## src/rtl/itbs_pkg.sv

```systemverilog
// ----------------------------------------------------------------------------
// itbs_pkg
// Shared widths, character constants, register codes, state and status types
// for the integer-to-symbol-string converter.
// ----------------------------------------------------------------------------
package itbs_pkg;

  // Default symbol table size
  localparam int unsigned MAX_SYMBOLS_DEF = 16;

  // Field widths
  localparam int unsigned NUM_W        = 32;
  localparam int unsigned CHAR_W       = 8;
  localparam int unsigned LEN_W        = 5;
  localparam int unsigned CFG_IDX_W    = 2;
  localparam int unsigned CFG_DATA_W   = 64;
  localparam int unsigned SYM_PER_WORD = CFG_DATA_W / CHAR_W;

  // Byte-serial divider: one byte of the dividend per cycle
  localparam int unsigned BYTES_PER_NUM = NUM_W / CHAR_W;
  localparam int unsigned BYTE_CNT_W    = $clog2(BYTES_PER_NUM);
  localparam logic [BYTE_CNT_W-1:0] BYTE_CNT_LAST = BYTE_CNT_W'(BYTES_PER_NUM - 1);

  // Digit stack: a 32-bit magnitude has at most 32 digits (radix 2)
  localparam int unsigned DIG_DEPTH = NUM_W;
  localparam int unsigned DIG_CNT_W = $clog2(DIG_DEPTH + 1);
  localparam int unsigned DIG_PTR_W = $clog2(DIG_DEPTH);

  // Characters that may not appear in the symbol table
  localparam logic [CHAR_W-1:0] CH_PLUS  = 8'h2B;
  localparam logic [CHAR_W-1:0] CH_MINUS = 8'h2D;
  localparam logic [CHAR_W-1:0] CH_SPACE = 8'd32;
  localparam logic [CHAR_W-1:0] CH_DEL   = 8'd127;

  // Configuration register indexes
  typedef enum logic [CFG_IDX_W-1:0] {
    CFG_BASE_LENGTH  = 2'd0,
    CFG_SYMBOLS_LOW  = 2'd1,
    CFG_SYMBOLS_HIGH = 2'd2
  } cfg_reg_e;

  // Main sequencer states
  typedef enum logic [1:0] {
    ST_IDLE,
    ST_CHECK,
    ST_DIV,
    ST_EMIT
  } itbs_state_e;

  // Table checker status
  typedef struct packed {
    logic done;
    logic valid;
  } chk_stat_t;

  // Divider status
  typedef struct packed {
    logic busy;
    logic digit_valid;
    logic last_digit;
  } div_stat_t;

  // Digit stack status
  typedef struct packed {
    logic empty;
    logic one;
  } lifo_stat_t;

endpackage

```

## src/rtl/itbs_num_if.sv

```systemverilog
// ----------------------------------------------------------------------------
// itbs_num_if
// Input channel: one signed number per item.
// ----------------------------------------------------------------------------
interface itbs_num_if;
  logic                              valid;
  logic                              ready;
  logic signed [itbs_pkg::NUM_W-1:0] number;

  modport source (output valid, output number, input ready);
  modport sink   (input valid, input number, output ready);
endinterface

```

## src/rtl/itbs_chr_if.sv

```systemverilog
// ----------------------------------------------------------------------------
// itbs_chr_if
// Output channel: one character per item, with a flag on the final one.
// ----------------------------------------------------------------------------
interface itbs_chr_if;
  logic                         valid;
  logic                         ready;
  logic [itbs_pkg::CHAR_W-1:0]  character;
  logic                         last;

  modport source (output valid, output character, output last, input ready);
  modport sink   (input valid, input character, input last, output ready);
endinterface

```

## src/rtl/itbs_cfg_if.sv

```systemverilog
// ----------------------------------------------------------------------------
// itbs_cfg_if
// Configuration write channel: register index and write data.
// ----------------------------------------------------------------------------
interface itbs_cfg_if;
  logic                             valid;
  logic                             ready;
  logic [itbs_pkg::CFG_IDX_W-1:0]   index;
  logic [itbs_pkg::CFG_DATA_W-1:0]  data;

  modport source (output valid, output index, output data, input ready);
  modport sink   (input valid, input index, input data, output ready);
endinterface

```

## src/rtl/itbs_table_check.sv

```systemverilog
// ----------------------------------------------------------------------------
// itbs_table_check
// Symbol table validator. Copies the table into a byte shift register and
// examines one symbol per cycle against the bad-character list and against
// every later symbol still in use.
// ----------------------------------------------------------------------------
module itbs_table_check #(
  parameter int unsigned MAX_SYMBOLS = itbs_pkg::MAX_SYMBOLS_DEF
) (
  input  logic                                             clk_i,
  input  logic                                             rst_ni,
  input  logic                                             start_i,
  input  logic [itbs_pkg::LEN_W-1:0]                       len_i,
  input  logic [MAX_SYMBOLS-1:0][itbs_pkg::CHAR_W-1:0]     sym_i,
  output itbs_pkg::chk_stat_t                              stat_o
);

  localparam int unsigned LW = $clog2(MAX_SYMBOLS + 1);

  logic                                         busy_q;
  logic                                         bad_q;
  logic                                         done_q;
  logic                                         valid_q;
  logic [LW-1:0]                                left_q;
  logic [MAX_SYMBOLS-1:0][itbs_pkg::CHAR_W-1:0] sh_q;

  logic                          len_ok;
  logic [itbs_pkg::CHAR_W-1:0]   cur;
  logic                          char_bad;
  logic                          dup;
  logic                          bad_d;

  // Length must lie in 2..MAX_SYMBOLS
  assign len_ok = (len_i >= itbs_pkg::LEN_W'(2)) &&
                  (len_i <= itbs_pkg::LEN_W'(MAX_SYMBOLS));

  // Examine the symbol at the head of the shift register
  always_comb begin
    cur      = sh_q[0];
    char_bad = (cur == itbs_pkg::CH_PLUS) || (cur == itbs_pkg::CH_MINUS) ||
               (cur <= itbs_pkg::CH_SPACE) || (cur >= itbs_pkg::CH_DEL);
    dup      = 1'b0;
    for (int j = 1; j < MAX_SYMBOLS; j++) begin
      if ((LW'(j) < left_q) && (sh_q[j] == cur)) begin
        dup = 1'b1;
      end
    end
    bad_d = bad_q | char_bad | dup;
  end

  // Control: start, count down the symbols in use, report once
  always_ff @(posedge clk_i or negedge rst_ni) begin
    if (!rst_ni) begin
      busy_q  <= 1'b0;
      done_q  <= 1'b0;
      valid_q <= 1'b0;
    end else begin
      done_q <= 1'b0;
      if (start_i) begin
        if (len_ok) begin
          busy_q <= 1'b1;
        end else begin
          done_q  <= 1'b1;
          valid_q <= 1'b0;
        end
      end else if (busy_q && (left_q == LW'(1))) begin
        busy_q  <= 1'b0;
        done_q  <= 1'b1;
        valid_q <= !bad_d;
      end
    end
  end

  // Payload: load the table, shift one symbol out per cycle
  always_ff @(posedge clk_i) begin
    if (start_i) begin
      sh_q   <= sym_i;
      left_q <= LW'(len_i);
      bad_q  <= 1'b0;
    end else if (busy_q) begin
      sh_q   <= {itbs_pkg::CHAR_W'(0), sh_q[MAX_SYMBOLS-1:1]};
      left_q <= left_q - LW'(1);
      bad_q  <= bad_d;
    end
  end

  assign stat_o.done  = done_q;
  assign stat_o.valid = valid_q;

endmodule

```

## src/rtl/itbs_div_unit.sv

```systemverilog
// ----------------------------------------------------------------------------
// itbs_div_unit
// Byte-serial divider by a small radix. The dividend sits in a shift register;
// each cycle the top byte is divided with the running remainder and the
// quotient byte enters at the bottom. After one pass the remainder is the
// next digit, and passes repeat until the quotient is zero.
// ----------------------------------------------------------------------------
module itbs_div_unit #(
  parameter int unsigned MAX_SYMBOLS = itbs_pkg::MAX_SYMBOLS_DEF,
  parameter int unsigned DW          = $clog2(MAX_SYMBOLS),
  parameter int unsigned RW          = $clog2(MAX_SYMBOLS + 1)
) (
  input  logic                          clk_i,
  input  logic                          rst_ni,
  input  logic                          start_i,
  input  logic [itbs_pkg::NUM_W-1:0]    dividend_i,
  input  logic [RW-1:0]                 divisor_i,
  output itbs_pkg::div_stat_t           stat_o,
  output logic [DW-1:0]                 digit_o
);

  logic                                busy_q;
  logic [itbs_pkg::BYTE_CNT_W-1:0]     cnt_q;
  logic [itbs_pkg::NUM_W-1:0]          quo_q;
  logic [DW-1:0]                       rem_q;
  logic                                nz_q;
  logic [RW-1:0]                       div_q;

  logic [DW-1:0]                       r;
  logic [DW:0]                         x;
  logic [itbs_pkg::CHAR_W-1:0]         q8;
  logic                                nz_next;
  logic                                pass_end;

  // Divide remainder:top byte by the radix, one restoring step per bit
  always_comb begin
    r  = rem_q;
    x  = '0;
    q8 = '0;
    for (int t = itbs_pkg::CHAR_W - 1; t >= 0; t--) begin
      x = {r, quo_q[itbs_pkg::NUM_W - itbs_pkg::CHAR_W + t]};
      if (x >= (DW+1)'(div_q)) begin
        x     = x - (DW+1)'(div_q);
        q8[t] = 1'b1;
      end
      r = x[DW-1:0];
    end
    nz_next  = nz_q | (|q8);
    pass_end = busy_q && (cnt_q == itbs_pkg::BYTE_CNT_LAST);
  end

  // Control: byte counter and busy flag
  always_ff @(posedge clk_i or negedge rst_ni) begin
    if (!rst_ni) begin
      busy_q <= 1'b0;
      cnt_q  <= '0;
    end else if (start_i) begin
      busy_q <= 1'b1;
      cnt_q  <= '0;
    end else if (busy_q) begin
      cnt_q <= cnt_q + itbs_pkg::BYTE_CNT_W'(1);
      if (pass_end && !nz_next) begin
        busy_q <= 1'b0;
      end
    end
  end

  // Datapath: rotate quotient bytes in, restart remainder after each pass
  always_ff @(posedge clk_i) begin
    if (start_i) begin
      quo_q <= dividend_i;
      rem_q <= '0;
      nz_q  <= 1'b0;
      div_q <= divisor_i;
    end else if (busy_q) begin
      quo_q <= {quo_q[itbs_pkg::NUM_W-itbs_pkg::CHAR_W-1:0], q8};
      if (pass_end) begin
        rem_q <= '0;
        nz_q  <= 1'b0;
      end else begin
        rem_q <= r;
        nz_q  <= nz_next;
      end
    end
  end

  assign stat_o.busy        = busy_q;
  assign stat_o.digit_valid = pass_end;
  assign stat_o.last_digit  = pass_end && !nz_next;
  assign digit_o            = r;

endmodule

```

## src/rtl/itbs_digit_lifo.sv

```systemverilog
// ----------------------------------------------------------------------------
// itbs_digit_lifo
// Digit stack. Digits arrive least significant first and leave most
// significant first.
// ----------------------------------------------------------------------------
module itbs_digit_lifo #(
  parameter int unsigned MAX_SYMBOLS = itbs_pkg::MAX_SYMBOLS_DEF,
  parameter int unsigned DW          = $clog2(MAX_SYMBOLS)
) (
  input  logic                  clk_i,
  input  logic                  rst_ni,
  input  logic                  push_i,
  input  logic [DW-1:0]         push_digit_i,
  input  logic                  pop_i,
  output logic [DW-1:0]         top_o,
  output itbs_pkg::lifo_stat_t  stat_o
);

  logic [itbs_pkg::DIG_CNT_W-1:0] cnt_q;
  logic [itbs_pkg::DIG_CNT_W-1:0] cnt_m1;
  logic [DW-1:0]                  mem_q [itbs_pkg::DIG_DEPTH];

  assign cnt_m1 = cnt_q - itbs_pkg::DIG_CNT_W'(1);

  // Fill count
  always_ff @(posedge clk_i or negedge rst_ni) begin
    if (!rst_ni) begin
      cnt_q <= '0;
    end else if (push_i) begin
      cnt_q <= cnt_q + itbs_pkg::DIG_CNT_W'(1);
    end else if (pop_i) begin
      cnt_q <= cnt_m1;
    end
  end

  // Store digits
  always_ff @(posedge clk_i) begin
    if (push_i) begin
      mem_q[cnt_q[itbs_pkg::DIG_PTR_W-1:0]] <= push_digit_i;
    end
  end

  assign top_o        = mem_q[cnt_m1[itbs_pkg::DIG_PTR_W-1:0]];
  assign stat_o.empty = (cnt_q == '0);
  assign stat_o.one   = (cnt_q == itbs_pkg::DIG_CNT_W'(1));

endmodule

```

## src/rtl/integer_to_base_symbols_core.sv

```systemverilog
// ----------------------------------------------------------------------------
// integer_to_base_symbols_core
// Converts a signed 32-bit number to a string of symbols in the radix set by
// the configured symbol table: '-' first for a negative number, then the
// digits most significant first, last set on the final character. A table
// with a length outside 2..MAX_SYMBOLS, a repeated symbol, or a symbol that is
// '+', '-', 32 or below, or 127 and above is rejected and the number gives no
// characters. One number is in work at a time. After acceptance the table
// checker examines the table, then the byte-serial divider works out the digits
// (one byte of the 32-bit magnitude per cycle), and the characters leave at
// one per cycle from an output register while the output is not stalled, the
// sign already during the division. The next number is taken as soon as the
// final character sits in the output register.
// ----------------------------------------------------------------------------
module integer_to_base_symbols_core #(
  parameter int unsigned MAX_SYMBOLS = itbs_pkg::MAX_SYMBOLS_DEF
) (
  input  logic        clk_i,
  input  logic        rst_ni,
  itbs_num_if.sink    num_i,
  itbs_chr_if.source  chr_o,
  itbs_cfg_if.sink    cfg_i
);

  localparam int unsigned DW = $clog2(MAX_SYMBOLS);
  localparam int unsigned RW = $clog2(MAX_SYMBOLS + 1);

  // Configuration registers
  logic [itbs_pkg::LEN_W-1:0]                   sym_cnt_q;
  logic [MAX_SYMBOLS-1:0][itbs_pkg::CHAR_W-1:0] sym_q;

  // Sequencer
  itbs_pkg::itbs_state_e         state_q, state_d;
  logic                          neg_q;
  logic [itbs_pkg::NUM_W-1:0]    mag_q;
  logic                          sign_pend_q;

  // Output register
  logic                          out_valid_q;
  logic [itbs_pkg::CHAR_W-1:0]   chr_q;
  logic                          last_q;

  // Unit connections
  itbs_pkg::chk_stat_t           chk_stat;
  itbs_pkg::div_stat_t           div_stat;
  itbs_pkg::lifo_stat_t          lifo_stat;
  logic [DW-1:0]                 div_digit;
  logic [DW-1:0]                 lifo_top;

  logic                          in_acc;
  logic                          cfg_acc;
  logic                          div_start;
  logic                          out_free;
  logic                          load_sign;
  logic                          load_dig;

  assign num_i.ready = (state_q == itbs_pkg::ST_IDLE);
  assign in_acc      = num_i.valid && num_i.ready;
  assign cfg_i.ready = 1'b1;
  assign cfg_acc     = cfg_i.valid && cfg_i.ready;

  // Configuration writes; unknown indexes are dropped
  always_ff @(posedge clk_i or negedge rst_ni) begin
    if (!rst_ni) begin
      sym_cnt_q <= '0;
      sym_q     <= '0;
    end else if (cfg_acc) begin
      unique case (itbs_pkg::cfg_reg_e'(cfg_i.index))
        itbs_pkg::CFG_BASE_LENGTH: begin
          sym_cnt_q <= cfg_i.data[itbs_pkg::LEN_W-1:0];
        end
        itbs_pkg::CFG_SYMBOLS_LOW: begin
          for (int i = 0; i < MAX_SYMBOLS; i++) begin
            if (i < itbs_pkg::SYM_PER_WORD) begin
              sym_q[i] <= cfg_i.data[i*itbs_pkg::CHAR_W +: itbs_pkg::CHAR_W];
            end
          end
        end
        itbs_pkg::CFG_SYMBOLS_HIGH: begin
          for (int i = 0; i < MAX_SYMBOLS; i++) begin
            if (i >= itbs_pkg::SYM_PER_WORD) begin
              sym_q[i] <= cfg_i.data[(i-itbs_pkg::SYM_PER_WORD)*itbs_pkg::CHAR_W +:
                                     itbs_pkg::CHAR_W];
            end
          end
        end
        default: begin
        end
      endcase
    end
  end

  // Table checker
  itbs_table_check #(
    .MAX_SYMBOLS (MAX_SYMBOLS)
  ) u_check (
    .clk_i   (clk_i),
    .rst_ni  (rst_ni),
    .start_i (in_acc),
    .len_i   (sym_cnt_q),
    .sym_i   (sym_q),
    .stat_o  (chk_stat)
  );

  assign div_start = (state_q == itbs_pkg::ST_CHECK) && chk_stat.done && chk_stat.valid;

  // Digit generator
  itbs_div_unit #(
    .MAX_SYMBOLS (MAX_SYMBOLS),
    .DW          (DW),
    .RW          (RW)
  ) u_div (
    .clk_i      (clk_i),
    .rst_ni     (rst_ni),
    .start_i    (div_start),
    .dividend_i (mag_q),
    .divisor_i  (RW'(sym_cnt_q)),
    .stat_o     (div_stat),
    .digit_o    (div_digit)
  );

  // Digit stack
  itbs_digit_lifo #(
    .MAX_SYMBOLS (MAX_SYMBOLS),
    .DW          (DW)
  ) u_lifo (
    .clk_i        (clk_i),
    .rst_ni       (rst_ni),
    .push_i       (div_stat.digit_valid),
    .push_digit_i (div_digit),
    .pop_i        (load_dig),
    .top_o        (lifo_top),
    .stat_o       (lifo_stat)
  );

  // Output register loads: sign first, digits once division is done
  always_comb begin
    out_free  = !out_valid_q || chr_o.ready;
    load_sign = out_free && sign_pend_q &&
                ((state_q == itbs_pkg::ST_DIV) || (state_q == itbs_pkg::ST_EMIT));
    load_dig  = out_free && !sign_pend_q && (state_q == itbs_pkg::ST_EMIT) &&
                !lifo_stat.empty;
  end

  // Next state
  always_comb begin
    state_d = state_q;
    unique case (state_q)
      itbs_pkg::ST_IDLE: begin
        if (in_acc) begin
          state_d = itbs_pkg::ST_CHECK;
        end
      end
      itbs_pkg::ST_CHECK: begin
        if (chk_stat.done) begin
          state_d = chk_stat.valid ? itbs_pkg::ST_DIV : itbs_pkg::ST_IDLE;
        end
      end
      itbs_pkg::ST_DIV: begin
        if (div_stat.last_digit) begin
          state_d = itbs_pkg::ST_EMIT;
        end
      end
      itbs_pkg::ST_EMIT: begin
        if (load_dig && lifo_stat.one) begin
          state_d = itbs_pkg::ST_IDLE;
        end
      end
      default: begin
        state_d = itbs_pkg::ST_IDLE;
      end
    endcase
  end

  // Hold state and sign request
  always_ff @(posedge clk_i or negedge rst_ni) begin
    if (!rst_ni) begin
      state_q     <= itbs_pkg::ST_IDLE;
      sign_pend_q <= 1'b0;
    end else begin
      state_q <= state_d;
      if (div_start) begin
        sign_pend_q <= neg_q;
      end else if (load_sign) begin
        sign_pend_q <= 1'b0;
      end
    end
  end

  // Capture sign and magnitude of the accepted item
  always_ff @(posedge clk_i) begin
    if (in_acc) begin
      neg_q <= num_i.number[itbs_pkg::NUM_W-1];
      mag_q <= num_i.number[itbs_pkg::NUM_W-1] ? (~num_i.number + itbs_pkg::NUM_W'(1))
                                               : num_i.number;
    end
  end

  // Output register valid
  always_ff @(posedge clk_i or negedge rst_ni) begin
    if (!rst_ni) begin
      out_valid_q <= 1'b0;
    end else if (load_sign || load_dig) begin
      out_valid_q <= 1'b1;
    end else if (chr_o.ready) begin
      out_valid_q <= 1'b0;
    end
  end

  // Output register payload
  always_ff @(posedge clk_i) begin
    if (load_sign) begin
      chr_q  <= itbs_pkg::CH_MINUS;
      last_q <= 1'b0;
    end else if (load_dig) begin
      chr_q  <= sym_q[lifo_top];
      last_q <= lifo_stat.one;
    end
  end

  assign chr_o.valid     = out_valid_q;
  assign chr_o.character = chr_q;
  assign chr_o.last      = last_q;

  // Stack drains fully before the next item
  a_idle_empty: assert property (@(posedge clk_i) disable iff (!rst_ni)
    (state_q == itbs_pkg::ST_IDLE) |-> lifo_stat.empty)
    else $error("digit stack not empty in idle");

  // Divider runs only in the divide state
  a_div_in_state: assert property (@(posedge clk_i) disable iff (!rst_ni)
    div_stat.busy |-> (state_q == itbs_pkg::ST_DIV))
    else $error("divider busy outside divide state");

  // A sign character never ends a string
  a_sign_not_last: assert property (@(posedge clk_i) disable iff (!rst_ni)
    (out_valid_q && (chr_q == itbs_pkg::CH_MINUS)) |-> !last_q)
    else $error("sign flagged as last character");

  // Final digit returns the sequencer to idle
  a_last_to_idle: assert property (@(posedge clk_i) disable iff (!rst_ni)
    (load_dig && lifo_stat.one) |=> (state_q == itbs_pkg::ST_IDLE))
    else $error("sequencer not idle after final digit");

endmodule

```

## src/flat_wrapper.sv

```systemverilog
// flat-port wrapper written by rule: the top's interface ports become plain ports
module integer_to_base_symbols_core_flat 
#(
  parameter int unsigned MAX_SYMBOLS = itbs_pkg::MAX_SYMBOLS_DEF
)
  (clk_i, rst_ni, num_i_valid, num_i_number, num_i_ready, chr_o_valid, chr_o_character, chr_o_last, chr_o_ready, cfg_i_valid, cfg_i_index, cfg_i_data, cfg_i_ready);
  itbs_num_if num_i_i ();
  itbs_chr_if chr_o_i ();
  itbs_cfg_if cfg_i_i ();
  input  logic clk_i;
  input  logic rst_ni;
  input wire logic [$bits(num_i_i.valid)-1:0] num_i_valid;
  input wire logic [$bits(num_i_i.number)-1:0] num_i_number;
  output wire logic [$bits(num_i_i.ready)-1:0] num_i_ready;
  output wire logic [$bits(chr_o_i.valid)-1:0] chr_o_valid;
  output wire logic [$bits(chr_o_i.character)-1:0] chr_o_character;
  output wire logic [$bits(chr_o_i.last)-1:0] chr_o_last;
  input wire logic [$bits(chr_o_i.ready)-1:0] chr_o_ready;
  input wire logic [$bits(cfg_i_i.valid)-1:0] cfg_i_valid;
  input wire logic [$bits(cfg_i_i.index)-1:0] cfg_i_index;
  input wire logic [$bits(cfg_i_i.data)-1:0] cfg_i_data;
  output wire logic [$bits(cfg_i_i.ready)-1:0] cfg_i_ready;
  assign num_i_i.valid = num_i_valid;
  assign num_i_i.number = num_i_number;
  assign num_i_ready = num_i_i.ready;
  assign chr_o_valid = chr_o_i.valid;
  assign chr_o_character = chr_o_i.character;
  assign chr_o_last = chr_o_i.last;
  assign chr_o_i.ready = chr_o_ready;
  assign cfg_i_i.valid = cfg_i_valid;
  assign cfg_i_i.index = cfg_i_index;
  assign cfg_i_i.data = cfg_i_data;
  assign cfg_i_ready = cfg_i_i.ready;
  integer_to_base_symbols_core #(.MAX_SYMBOLS(MAX_SYMBOLS)) u_core (.clk_i(clk_i), .rst_ni(rst_ni), .num_i(num_i_i), .chr_o(chr_o_i), .cfg_i(cfg_i_i));
endmodule
```

## config.mk

```make
export PLATFORM = sky130hd
export DESIGN_NAME = integer_to_base_symbols_core_flat
export DESIGN_NICKNAME = d
export VERILOG_FILES = /design/src/rtl/itbs_pkg.sv /design/src/rtl/itbs_num_if.sv /design/src/rtl/itbs_chr_if.sv /design/src/rtl/itbs_cfg_if.sv /design/src/rtl/itbs_table_check.sv /design/src/rtl/itbs_div_unit.sv /design/src/rtl/itbs_digit_lifo.sv /design/src/rtl/integer_to_base_symbols_core.sv /design/src/flat_wrapper.sv
export SDC_FILE = /design/constraint.sdc
export NUM_CORES = 1
export LEC_CHECK = 0
export BUFFER_PORTS_ARGS = -buffer_cell sky130_fd_sc_hd__clkbuf_2
export CORE_UTILIZATION = 60
export CTS_BUF_LIST = sky130_fd_sc_hd__clkbuf_8
export DETAILED_ROUTE_END_ITERATION = 16
export GPL_TIMING_DRIVEN = 0
export PLACE_DENSITY_LB_ADDON = 0.25
export SLEW_MARGIN = 10
export SYNTH_ARGS = -nofsm -noshare
export SYNTH_HDL_FRONTEND = slang
export SYNTH_HIERARCHICAL = 1
export SYNTH_SLANG_ARGS = --single-unit
```

## constraint.sdc

```tcl
create_clock -name clk_i -period 12.67 [get_ports clk_i]
set_input_delay 0.6335 -clock clk_i [delete_from_list [all_inputs] [get_ports clk_i]]
set_output_delay 0.6335 -clock clk_i [all_outputs]
set_load 0.03 [all_outputs]
```

-- Yosys cells after proc, flatten, opt, wreduce, memory -nomap -nowiden
Memories as Yosys holds them, arrays and structs flattened.
Cells that the tools add are included.
- reduce and logical (&&, ||, !) cells: 55
- add/subtract/negate cells: 13
- bitwise gates (word level): 4
- $lt $le $gt $ge: 28
- eq/ne operators: 31
- muxes and demuxes: 70
- operators with widths (operator ; number):
    2-to-1 mux 128 bit ; 2
    equality test 8 bit ; 15
    2-to-1 mux 32 bit ; 2
    2-to-1 mux 1 bit ; 42
    greater-or-equal comparator 5 bit ; 8
    less-than comparator 4 x 5 -> 1 bit (first input constant) ; 8
    2-to-1 mux 4 bit ; 9
    adder 32 x 2 -> 32 bit (second input constant) ; 1
    binary-select mux 8 bit (select 4 bit) ; 1
    NOT 32 bit ; 1
    subtractor 4 bit ; 8
    2-to-1 mux 31 bit ; 1
    logical AND 1 bit ; 28
    less-than comparator 3 x 5 -> 1 bit (first input constant) ; 4
    equality test 8 x 6 -> 1 bit (second input constant) ; 2
    2-to-1 mux 2 bit ; 7
    2-to-1 mux 6 bit ; 2
    nonzero test 2 bit ; 6
    less-than comparator 2 x 5 -> 1 bit (first input constant) ; 2
    2-to-1 mux 5 bit ; 2
    inequality test 2 bit (second input constant) ; 5
    AND reduction 2 bit ; 5
    equality test 2 bit (second input constant) ; 4
    greater-or-equal comparator 8 x 7 -> 1 bit (second input constant) ; 1
    other kinds (22) ; 35
- memory bits (writable): 128
- output and inout bits: 12
- memories: 1
- logic and storage cells: 255
- input bits: 103
- register bits after elaboration: 367
- memory list (memory ; depth ; bits a word ; read ports ; clocked after memory_dff ; wr ports ; RTL line ; RTL):
    u_core.u_lifo.mem_q ; 32 ; 4 ; 1 ; 0 ; 1 ; itbs_digit_lifo.sv:21 ; logic [DW-1:0] mem_q [itbs_pkg::DIG_DEPTH];

-- Longest topological paths before layout
Gate-level depths: netlist of the first run.
- depth after elaboration: 23
- mapped depth: 52
- mapped depth without buffers: 52

-- Modules after synthesis
Netlist of the first run, hierarchy kept.
- by module, submodules not included (module ; cells each ; sequential area each (µm²) ; times used ; area each (µm²)):
    integer_to_base_symbols_core ; 553 ; 4599.4 ; 1 ; 8211.6
    itbs_table_check ; 533 ; 4088.9 ; 1 ; 7435.9
    itbs_digit_lifo ; 309 ; 3993.8 ; 1 ; 5596.6
    itbs_div_unit ; 331 ; 1286.2 ; 1 ; 3629.7

-- Worst setup path after synthesis of the first run
OpenSTA, ideal clock, no wires.
- kind: flip-flop to flip-flop
- start point: register u_core.u_div.div_q[1]
- end point: memory u_core/u_lifo/mem_q[0][0] (netlist name), data pin
- path slack: 1896 ps
- clock period less this slack: 10774 ps
- required time: 12286 ps
- library setup time: 384 ps
- stages on the path, launching flop included: 47
- arrival time: 10390 ps
- path buffers: 1
- cell sequence: edfxtp_1 > inv_1 > ha_1 > a31oi_1 > o21ai_2 > mux2_4 > ha_1 > a21oi_1 > o21ai_0 > and4b_1 > nor4_4 > inv_1 > ha_1 > a31oi_1 > o21ai_1 > inv_1 > mux2i_1 > ha_1 > [11 not listed] > ha_1 > a21o_1 > a31oi_1 > o21ai_4 > mux2_2 > o21ai_0 > ha_1 > a21o_1 > a31oi_4 > nor2b_1 > a211o_1 > inv_1 > ha_1 > nand2_1 > o21ai_0 > clkbuf_1 > nor2_1 > a21oi_1
- word-level cells in the longest chain between the ends: 16
- elaborated cells on any way between the ends: 23
- those cells by class: add/sub: 7; order compare: 8; mux: 8
- ends and longest elaborated chain (item ; RTL line ; RTL):
    start, declared ; itbs_div_unit.sv:27 ; logic [RW-1:0] div_q;
    start signal, assigned ; itbs_div_unit.sv:74 ; div_q <= divisor_i;
    subtractor 4 bit / greater-or-equal comparator 5 bit (equally long branches) ; itbs_div_unit.sv:43, itbs_div_unit.sv:42 ;
    2-to-1 mux 4 bit ; itbs_div_unit.sv:42 ; if (x >= (DW+1)'(div_q)) begin
    subtractor 4 bit / greater-or-equal comparator 5 bit (equally long branches) ; itbs_div_unit.sv:43, itbs_div_unit.sv:42 ;
    2-to-1 mux 4 bit ; itbs_div_unit.sv:42 ;
    subtractor 4 bit / greater-or-equal comparator 5 bit (equally long branches) ; itbs_div_unit.sv:43, itbs_div_unit.sv:42 ;
    2-to-1 mux 4 bit ; itbs_div_unit.sv:42 ;
    greater-or-equal comparator 5 bit / subtractor 4 bit (equally long branches) ; itbs_div_unit.sv:42, itbs_div_unit.sv:43 ;
    2-to-1 mux 4 bit ; itbs_div_unit.sv:42 ;
    subtractor 4 bit / greater-or-equal comparator 5 bit (equally long branches) ; itbs_div_unit.sv:43, itbs_div_unit.sv:42 ;
    2-to-1 mux 4 bit ; itbs_div_unit.sv:42 ;
    subtractor 4 bit / greater-or-equal comparator 5 bit (equally long branches) ; itbs_div_unit.sv:43, itbs_div_unit.sv:42 ;
    2-to-1 mux 4 bit ; itbs_div_unit.sv:42 ;
    subtractor 4 bit / greater-or-equal comparator 5 bit (equally long branches) ; itbs_div_unit.sv:43, itbs_div_unit.sv:42 ;
    2-to-1 mux 4 bit ; itbs_div_unit.sv:42 ;
    greater-or-equal comparator 5 bit * ; itbs_div_unit.sv:42 ;
    2-to-1 mux 4 bit * ; itbs_div_unit.sv:42 ;
    named net u_core.div_digit[0] ; integer_to_base_symbols_core.sv:47 ; logic [DW-1:0] div_digit;
    end, declared ; itbs_digit_lifo.sv:21 ;
The timed path passes the listed nets; every way through them passes the cells marked *.

-- Worst setup path after layout of the first run
- start point: register u_core.u_div.div_q[1]
- end point: register u_core.u_div.rem_q[1]
- word-level cells in the longest chain between the ends: 17
- elaborated cells on any way between the ends: 25
- those cells by class: add/sub: 8; order compare: 8; mux: 9
- ends and longest elaborated chain (item ; RTL line ; RTL):
    subtractor 4 bit / greater-or-equal comparator 5 bit (equally long branches) ; itbs_div_unit.sv:43, itbs_div_unit.sv:42 ;
    2-to-1 mux 4 bit ; itbs_div_unit.sv:42 ;
    subtractor 4 bit / greater-or-equal comparator 5 bit (equally long branches) ; itbs_div_unit.sv:43, itbs_div_unit.sv:42 ;
    2-to-1 mux 4 bit ; itbs_div_unit.sv:42 ;
    subtractor 4 bit / greater-or-equal comparator 5 bit (equally long branches) ; itbs_div_unit.sv:43, itbs_div_unit.sv:42 ;
    2-to-1 mux 4 bit ; itbs_div_unit.sv:42 ;
    greater-or-equal comparator 5 bit / subtractor 4 bit (equally long branches) ; itbs_div_unit.sv:42, itbs_div_unit.sv:43 ;
    2-to-1 mux 4 bit ; itbs_div_unit.sv:42 ;
    [2 not listed] ; -- ;
    subtractor 4 bit / greater-or-equal comparator 5 bit (equally long branches) ; itbs_div_unit.sv:43, itbs_div_unit.sv:42 ;
    2-to-1 mux 4 bit ; itbs_div_unit.sv:42 ;
    greater-or-equal comparator 5 bit / subtractor 4 bit (equally long branches) ; itbs_div_unit.sv:42, itbs_div_unit.sv:43 ;
    2-to-1 mux 4 bit ; itbs_div_unit.sv:42 ;
    subtractor 4 bit / greater-or-equal comparator 5 bit (equally long branches) ; itbs_div_unit.sv:43, itbs_div_unit.sv:42 ;
    2-to-1 mux 4 bit * ; itbs_div_unit.sv:42 ;
    named net u_core.div_digit[1] ; integer_to_base_symbols_core.sv:47 ;
    2-to-1 mux 4 bit * ; itbs_div_unit.sv:77 ; if (pass_end) begin
    end signal, assigned ; itbs_div_unit.sv:81 ; rem_q <= r;
    end, declared ; itbs_div_unit.sv:25 ; logic [DW-1:0] rem_q;
Marked as above.
A chain may end at the register's enable or synchronous reset.

==> out/results.ini, run 1 <==
[timing]
tightestPinTransition_ns=1.14
timing.hold.ws_ns=0.0502
setup-violations-final=0
relSlewSlack_pct=23.9
final-hold-violation-count=0
rsz0062_at_grt=no
skew_ns=0.0276
clock.fmax_mhz=84.5
slew_viol_final=0
post-route-period-util_pct=93.4
fin_ws_ns=0.841
fin_tns_setup_ns=0
fin_crit_ns=11.83

[synthesis]
yosys_warnings=6
syn_inst=1725
syn_area_um2=24900
synth_nets=1885
syn_area_per_cell_um2=14.4

[route]
ant_nets=0
routed_wl_mm=63.6
drtIter0Drc=1437
wl_per_cell_um=25.0
drc_errors=0
dr_total_vias=15948
drtPass1Iterations=7
viasPerCell=6.27

[clocking]
ctsHoldBuffers=0
cts_tree=yes
clk_pin_slew_ns=0.06
cts_buffers=82
ctsLongestPathBuffers=3
clockRootBuffer=clkbuf_8
htreeDepth=3
clkSinkCount=495
worstSkewPairLatency_ns=0.65

[critical_path]
crit_path_top_delay_cell=edfxtp_1
end_kind=flip-flop
crit_type=flip-flop to flip-flop
arrival_ns=12.35
cp_max_fo=33
cp-start-kind=flip-flop
path_common_cell=ha_1
crit_required_ns=13.19
critPathMaxStageDelay_ns=0.57

[grt]
antenna_found_initial=1
first_global_vias=15686
grt_pass1_wl_mm=95.1
grt_max_degree=86
grt_overflow=0
grt_usage_pct=30.9

[final_layout]
regArea_um2=14000
final_nets=2100
multi_input_area_um2=10300
fillCellCount=2853
area_growth_pct=12.6
final_layout_size_suffix_gt1_share_pct=34.6
final_common_cell=edfxtp_1
final_cell_mix=edfxtp_1, mux2_2, dfrtp_1

[placed_design]
dp_hpwl_mm=45.9
globalplace.congestion=0.924
pre_cts_slack_ns=-0.475
port_buffers=112

[status]
status=completed

[floorplanning]
die_area_um2=42300
die_w_um=206
die_h_um=206
pin_count=115
initial_utilization_pct=60.9
rows=74
coreArea_um2=40800

[worst_hold_path]
min_path_type=primary input to async pin

[run]
drv_cap=0

==> worst paths after layout <==
kind                                             start  slack (ns)  depth (start not counted)                     end
worst max-delay path             u_core/u_div/div_q[1]        0.84                         48   u_core/u_div/rem_q[1]
worst min-delay path                            rst_ni        0.05                          1        u_core/sym_q[85]
worst max register to register   u_core/u_div/div_q[1]        0.84                         48   u_core/u_div/rem_q[1]
worst min register to register  u_core/u_check/valid_q        0.49                          1  u_core/u_check/valid_q
max in group asynchronous                       rst_ni       11.84                          2       u_core/sym_q[125]
min in group clk_i                       cfg_i_data[9]        0.23                          2        u_core/sym_q[73]
==> final cells by class <==
class | count | area share, %
buffer | 91 | 1.79
antenna | 1 | 0.00894
sequential | 495 | 49.9
clock inverter | 65 | 1.29
clock buffer | 89 | 4.38
tap | 532 | 2.38
timing repair buffer | 130 | 2.84
multi-input combinational | 1097 | 36.8
inverter | 43 | 0.590
==> stage by stage <==
| stage | cell area (um^2) | instances | utilization (%) |
|---|---|---|---|
| 6_report | 28000 | 2543 | 68.6 |
| 5_1_grt | 28000 | 2542 | 68.6 |
| 4_1_cts | 27800 | 2530 | 68.2 |
| 3_5_place_dp | 26200 | 2375 | 64.3 |
| 3_3_place_gp | 26100 | 2369 | 63.9 |
| 2_1_floorplan | 24900 | 1725 | - |
==> flip-flops by register name, indices dropped and copies added (netlist names), 2 cells and up, named ones only <==
| register | count |
|---|---|
| u_core/u_lifo/mem_q | 128 |
| u_core/u_div/rem_q | 4 |
| u_core/u_div/div_q | 5 |
| u_core/u_div/quo_q | 32 |
| u_core/sym_q | 128 |
| u_core/u_lifo/cnt_q | 6 |
| u_core/mag_q | 32 |
| u_core/u_div/cnt_q | 2 |
| u_core/u_check/left_q | 5 |
| u_core/u_check/sh_q | 120 |
| u_core/chr_o.character | 8 |
| u_core/u_check/cur | 8 |
| u_core/sym_cnt_q | 5 |
==> critical path, delay by kind of cell (launching register included) <==
| family | cells | cell delay (ns) |
|---|---|---|
| DFF | 1 | 0.57 |
| buffers and inverters | 6 | 1.04 |
| AOI/OAI and AO/OA | 24 | 5.20 |
| and+or+nand+nor | 7 | 1.30 |
| adders and majority gates | 8 | 2.58 |
| muxes | 3 | 0.98 |
==> routing by layer <==
metal,vias up,track usage (%),share of wire [%]
met5,-,0,0
met1,8091,44.7,43
met4,0,8.28,2.0
li1,6978,-,-
met2,778,45.9,45
met3,101,8.41,10
==> timing repair <==
item	in CTS	in global routing
resized for setup	3	9
endpoints found under the hold margin	0	0
setup buffers	0	12
endpoints found under the setup margin	66	136
cloned	1	0
Power of run 1 is not shown: default switching activity piles up to over one toggle a cycle in this logic, so the estimate is an artifact.
==> inputs of run 2 (changes only) <==
- CORE_UTILIZATION: 60 -> 25
- PLACE_DENSITY_LB_ADDON: 0.25 -> default
==> out/results.ini, run 2 (synthesis results as in run 1) <==
[grt]
first_global_vias=16379
grt_pass1_wl_mm=105
grt_max_degree=81
antenna_found_initial=15
grt_overflow=0
grt_usage_pct=14.1

[timing]
post-route-period-util_pct=93.2
slew_viol_final=0
fin_ws_ns=0.865
clock.fmax_mhz=84.7
rsz0062_at_grt=no
final-hold-violation-count=0
relSlewSlack_pct=23.3
tightestPinTransition_ns=1.14
skew_ns=0.0340
fin_tns_setup_ns=0
fin_crit_ns=11.81
setup-violations-final=0

[clocking]
htreeDepth=3
cts_tree=yes
clockRootBuffer=clkbuf_8
worstSkewPairLatency_ns=0.66
ctsLongestPathBuffers=3
clkSinkCount=495
cts_buffers=77
clk_pin_slew_ns=0.06

[route]
routed_wl_mm=71.0
drtIter0Drc=1360
dr_total_vias=15525
viasPerCell=4.72
ant_nets=0
drtPass1Iterations=5
drc_errors=0
wl_per_cell_um=21.6

[placed_design]
placed_cell_area_um2=27200
port_buffers=112
globalplace.congestion=0.940
pre_cts_slack_ns=-0.526
dp_hpwl_mm=52.6

[run]
drv_cap=0

[floorplanning]
coreArea_um2=98400
initial_utilization_pct=25.3
die_area_um2=101000
rows=115
pin_count=115
die_h_um=317
die_w_um=317

[critical_path]
crit_type=flip-flop to flip-flop
arrival_ns=12.33
path_common_cell=ha_1
cp-start-kind=flip-flop
ff2ff_path_depth=48
path_buf_inv=5
crit_required_ns=13.20
crit_path_top_delay_cell=edfxtp_1
cp_max_fo=16
end_kind=flip-flop
critPathTopFamily=compound AO/OA/AOI/OAI gates
crit_cells=48
critPathMaxStageDelay_ns=0.61

[final_layout]
regArea_um2=14000
fillCellCount=9958
final_nets=2093
final_cell_mix=edfxtp_1, mux2_2, dfrtp_1
area_growth_pct=16.1
final_layout_size_suffix_gt1_share_pct=34.7
design_area_um2=28900
utilization_pct=29.3
final_common_cell=edfxtp_1
multi_input_area_um2=10300

[worst_hold_path]
min_path_type=primary input to flip-flop
hold_depth=2

[status]
status=completed

-- run 2: per-layer routing --
layer  up-vias  wire length [um]  track usage [%]
met4        20              2240             5.31
met2       463             35100             23.9
li1       6943                 -                -
met3       124              3850             2.87
met1      7975             29700             17.5
met5         -               115                0
-- run 2: final timing paths --
kind	start	end	slack (ns)
worst max-delay path	u_core/u_div/div_q[0]	u_core/u_div/rem_q[0]	0.86
worst min-delay path	cfg_i_data[31]	u_core/sym_q[95]	0.22
worst max register to register	u_core/u_div/div_q[0]	u_core/u_div/rem_q[0]	0.86
worst min register to register	u_core/chr_o.last	u_core/chr_o.last	0.46
max in group asynchronous	rst_ni	u_core/u_div/cnt_q[0]	11.24
min in group asynchronous	rst_ni	u_core/sym_q[73]	0.55
-- run 2: layout make-up --
class	count	share of cell area [%]
plain buffers	91	1.74
repair buffers	128	2.70
clock inverters	53	1.06
well taps	1287	5.58
diodes	5	0.0433
flip-flops and latches	495	48.4
clock buffers	88	4.20
multi-input cells	1097	35.7
inverters	43	0.572
-- run 2: repair_timing --
item	in CTS	in global routing
buffers inserted	0	10
endpoints found under the setup margin	73	136
endpoints found under the hold margin	69	0
resized for setup	3	7
cloned	1	0
hold buffers	1	0
pin swaps	0	0
-- run 2: stage by stage --
stage | hold slack (ns) | cells
3_5_place_dp | 0.448 | 3129
4_1_cts | 0.160 | 3272
5_1_grt | 0.185 | 3284
3_3_place_gp | 0.454 | 3124
6_report | 0.220 | 3287
2_1_floorplan | 0.338 | 1725
Power of run 2 is left out for the same reason.
==> inputs of run 3 (changes only) <==
- REMOVE_ABC_BUFFERS: default -> 1
==> out/results.ini, run 3 (synthesis results as in run 1) <==
[status]
status=completed

[floorplanning]
coreArea_um2=98400
pin_count=115
die_w_um=317
rows=115
die_area_um2=101000
initial_utilization_pct=25.3
die_h_um=317

[placed_design]
dp_hpwl_mm=47.2
port_buffers=113
globalplace.congestion=0.876
pre_cts_slack_ns=-0.761

[timing]
post-route-period-util_pct=92.9
tightestPinTransition_ns=0.999
fin_crit_ns=11.78
setup-violations-final=0
fin_ws_ns=0.895
skew_ns=0.0332
final-hold-violation-count=0
slew_viol_final=0
clock.fmax_mhz=84.9
timing.hold.ws_ns=0.205
relSlewSlack_pct=33.1

[worst_hold_path]
hold_depth=2
whs_endpoint=u_core/sym_q[12]
worstHoldStart=cfg_i_data[12]
min_path_type=primary input to flip-flop

[clocking]
ctsLongestPathBuffers=3
cts_buffers=86
clkSinkCount=495
cts_tree=yes
clk_pin_slew_ns=0.06
clockRootBuffer=clkbuf_8
htreeDepth=3
worstSkewPairLatency_ns=0.67

[critical_path]
crit_path_top_delay_cell=mux2i_1
r2r-start=u_core/u_div/div_q[2]
timing.rr.end=u_core/state_q[0]
arrival_ns=12.33
crit_required_ns=13.23
cp_max_fo=11
rrSetupSlack_ns=0.89
critPathMaxStageDelay_ns=0.45
cp-start-kind=flip-flop
path_buf_inv=4
ff2ff_path_depth=49
crit_cells=49
end_kind=flip-flop
critPathTopFamily=compound AO/OA/AOI/OAI gates
crit_type=flip-flop to flip-flop
path_common_cell=ha_1

[final_layout]
final_common_cell=edfxtp_1
utilization_pct=29.6
final_cell_mix=edfxtp_1, mux2_2, dfrtp_1
final_nets=2049
final_layout_size_suffix_gt1_share_pct=36.0
area_growth_pct=17.1

[route]
drtPass1Iterations=7
drc_errors=0
routed_wl_mm=64.2
ant_nets=0
viasPerCell=4.60
dr_total_vias=14944
wl_per_cell_um=19.7
drtIter0Drc=1112

[grt]
grt_pass1_wl_mm=97.8
grt_overflow=0
grt_max_degree=90
antenna_found_initial=7
first_global_vias=15664
grt_usage_pct=12.8

[run]
drv_cap=0

## run 3: stage by stage
stage / instances / area, um^2 / setup TNS [ns]
2_1_floorplan: 1634 / 24400 / 0
3_3_place_gp: 3034 / 26500 / -91.38
3_5_place_dp: 3076 / 27100 / -54.88
4_1_cts: 3235 / 29000 / 0
5_1_grt: 3247 / 29100 / -0.0325
6_report: 3251 / 29100 / 0
## run 3: worst max-delay path by stage
stage,from,to,slack [ns]
2_1_floorplan,u_core/u_div/div_q[1],u_core/u_lifo/mem_q[0][0],1.71
3_3_place_gp,u_core/u_lifo/cnt_q[0],u_core/chr_o.character[7],-2.89
3_5_place_dp,u_core/u_div/div_q[1],u_core/u_lifo/mem_q[5][2],-0.76
4_1_cts,u_core/u_div/div_q[1],u_core/state_q[0],0.21
5_1_grt,u_core/u_div/div_q[2],u_core/state_q[0],-0.03
6_report,u_core/u_div/div_q[2],u_core/state_q[0],0.89
## run 3: cell type report
type | instances | area, um^2
clock buffer | 101 | 1390
clock inverter | 57 | 440
tap | 1287 | 1610
antenna | 5 | 12.5
fill | 9900 | 69300
timing repair buffer | 167 | 1210
inverter | 43 | 165
sequential | 495 | 14000
multi-input combinational | 1096 | 10300
## run 3: timing repair
item,in CTS,in global routing
setup buffers,0,11
hold buffers,1,0
setup endpoints to repair,131,135
endpoints found under the hold margin,60,0
gates resized for setup,3,4
## run 3: routing by layer
metal  vias to the layer above  wire length [um]  track usage [%]
met2                       374             31800             21.6
met5                         -                13                0
li1                       6875                 -                -
met1                      7585             27100             16.3
met4                         2              1540             3.84
met3                       108              3770             3.02
Power of run 3 is left out for the same reason.
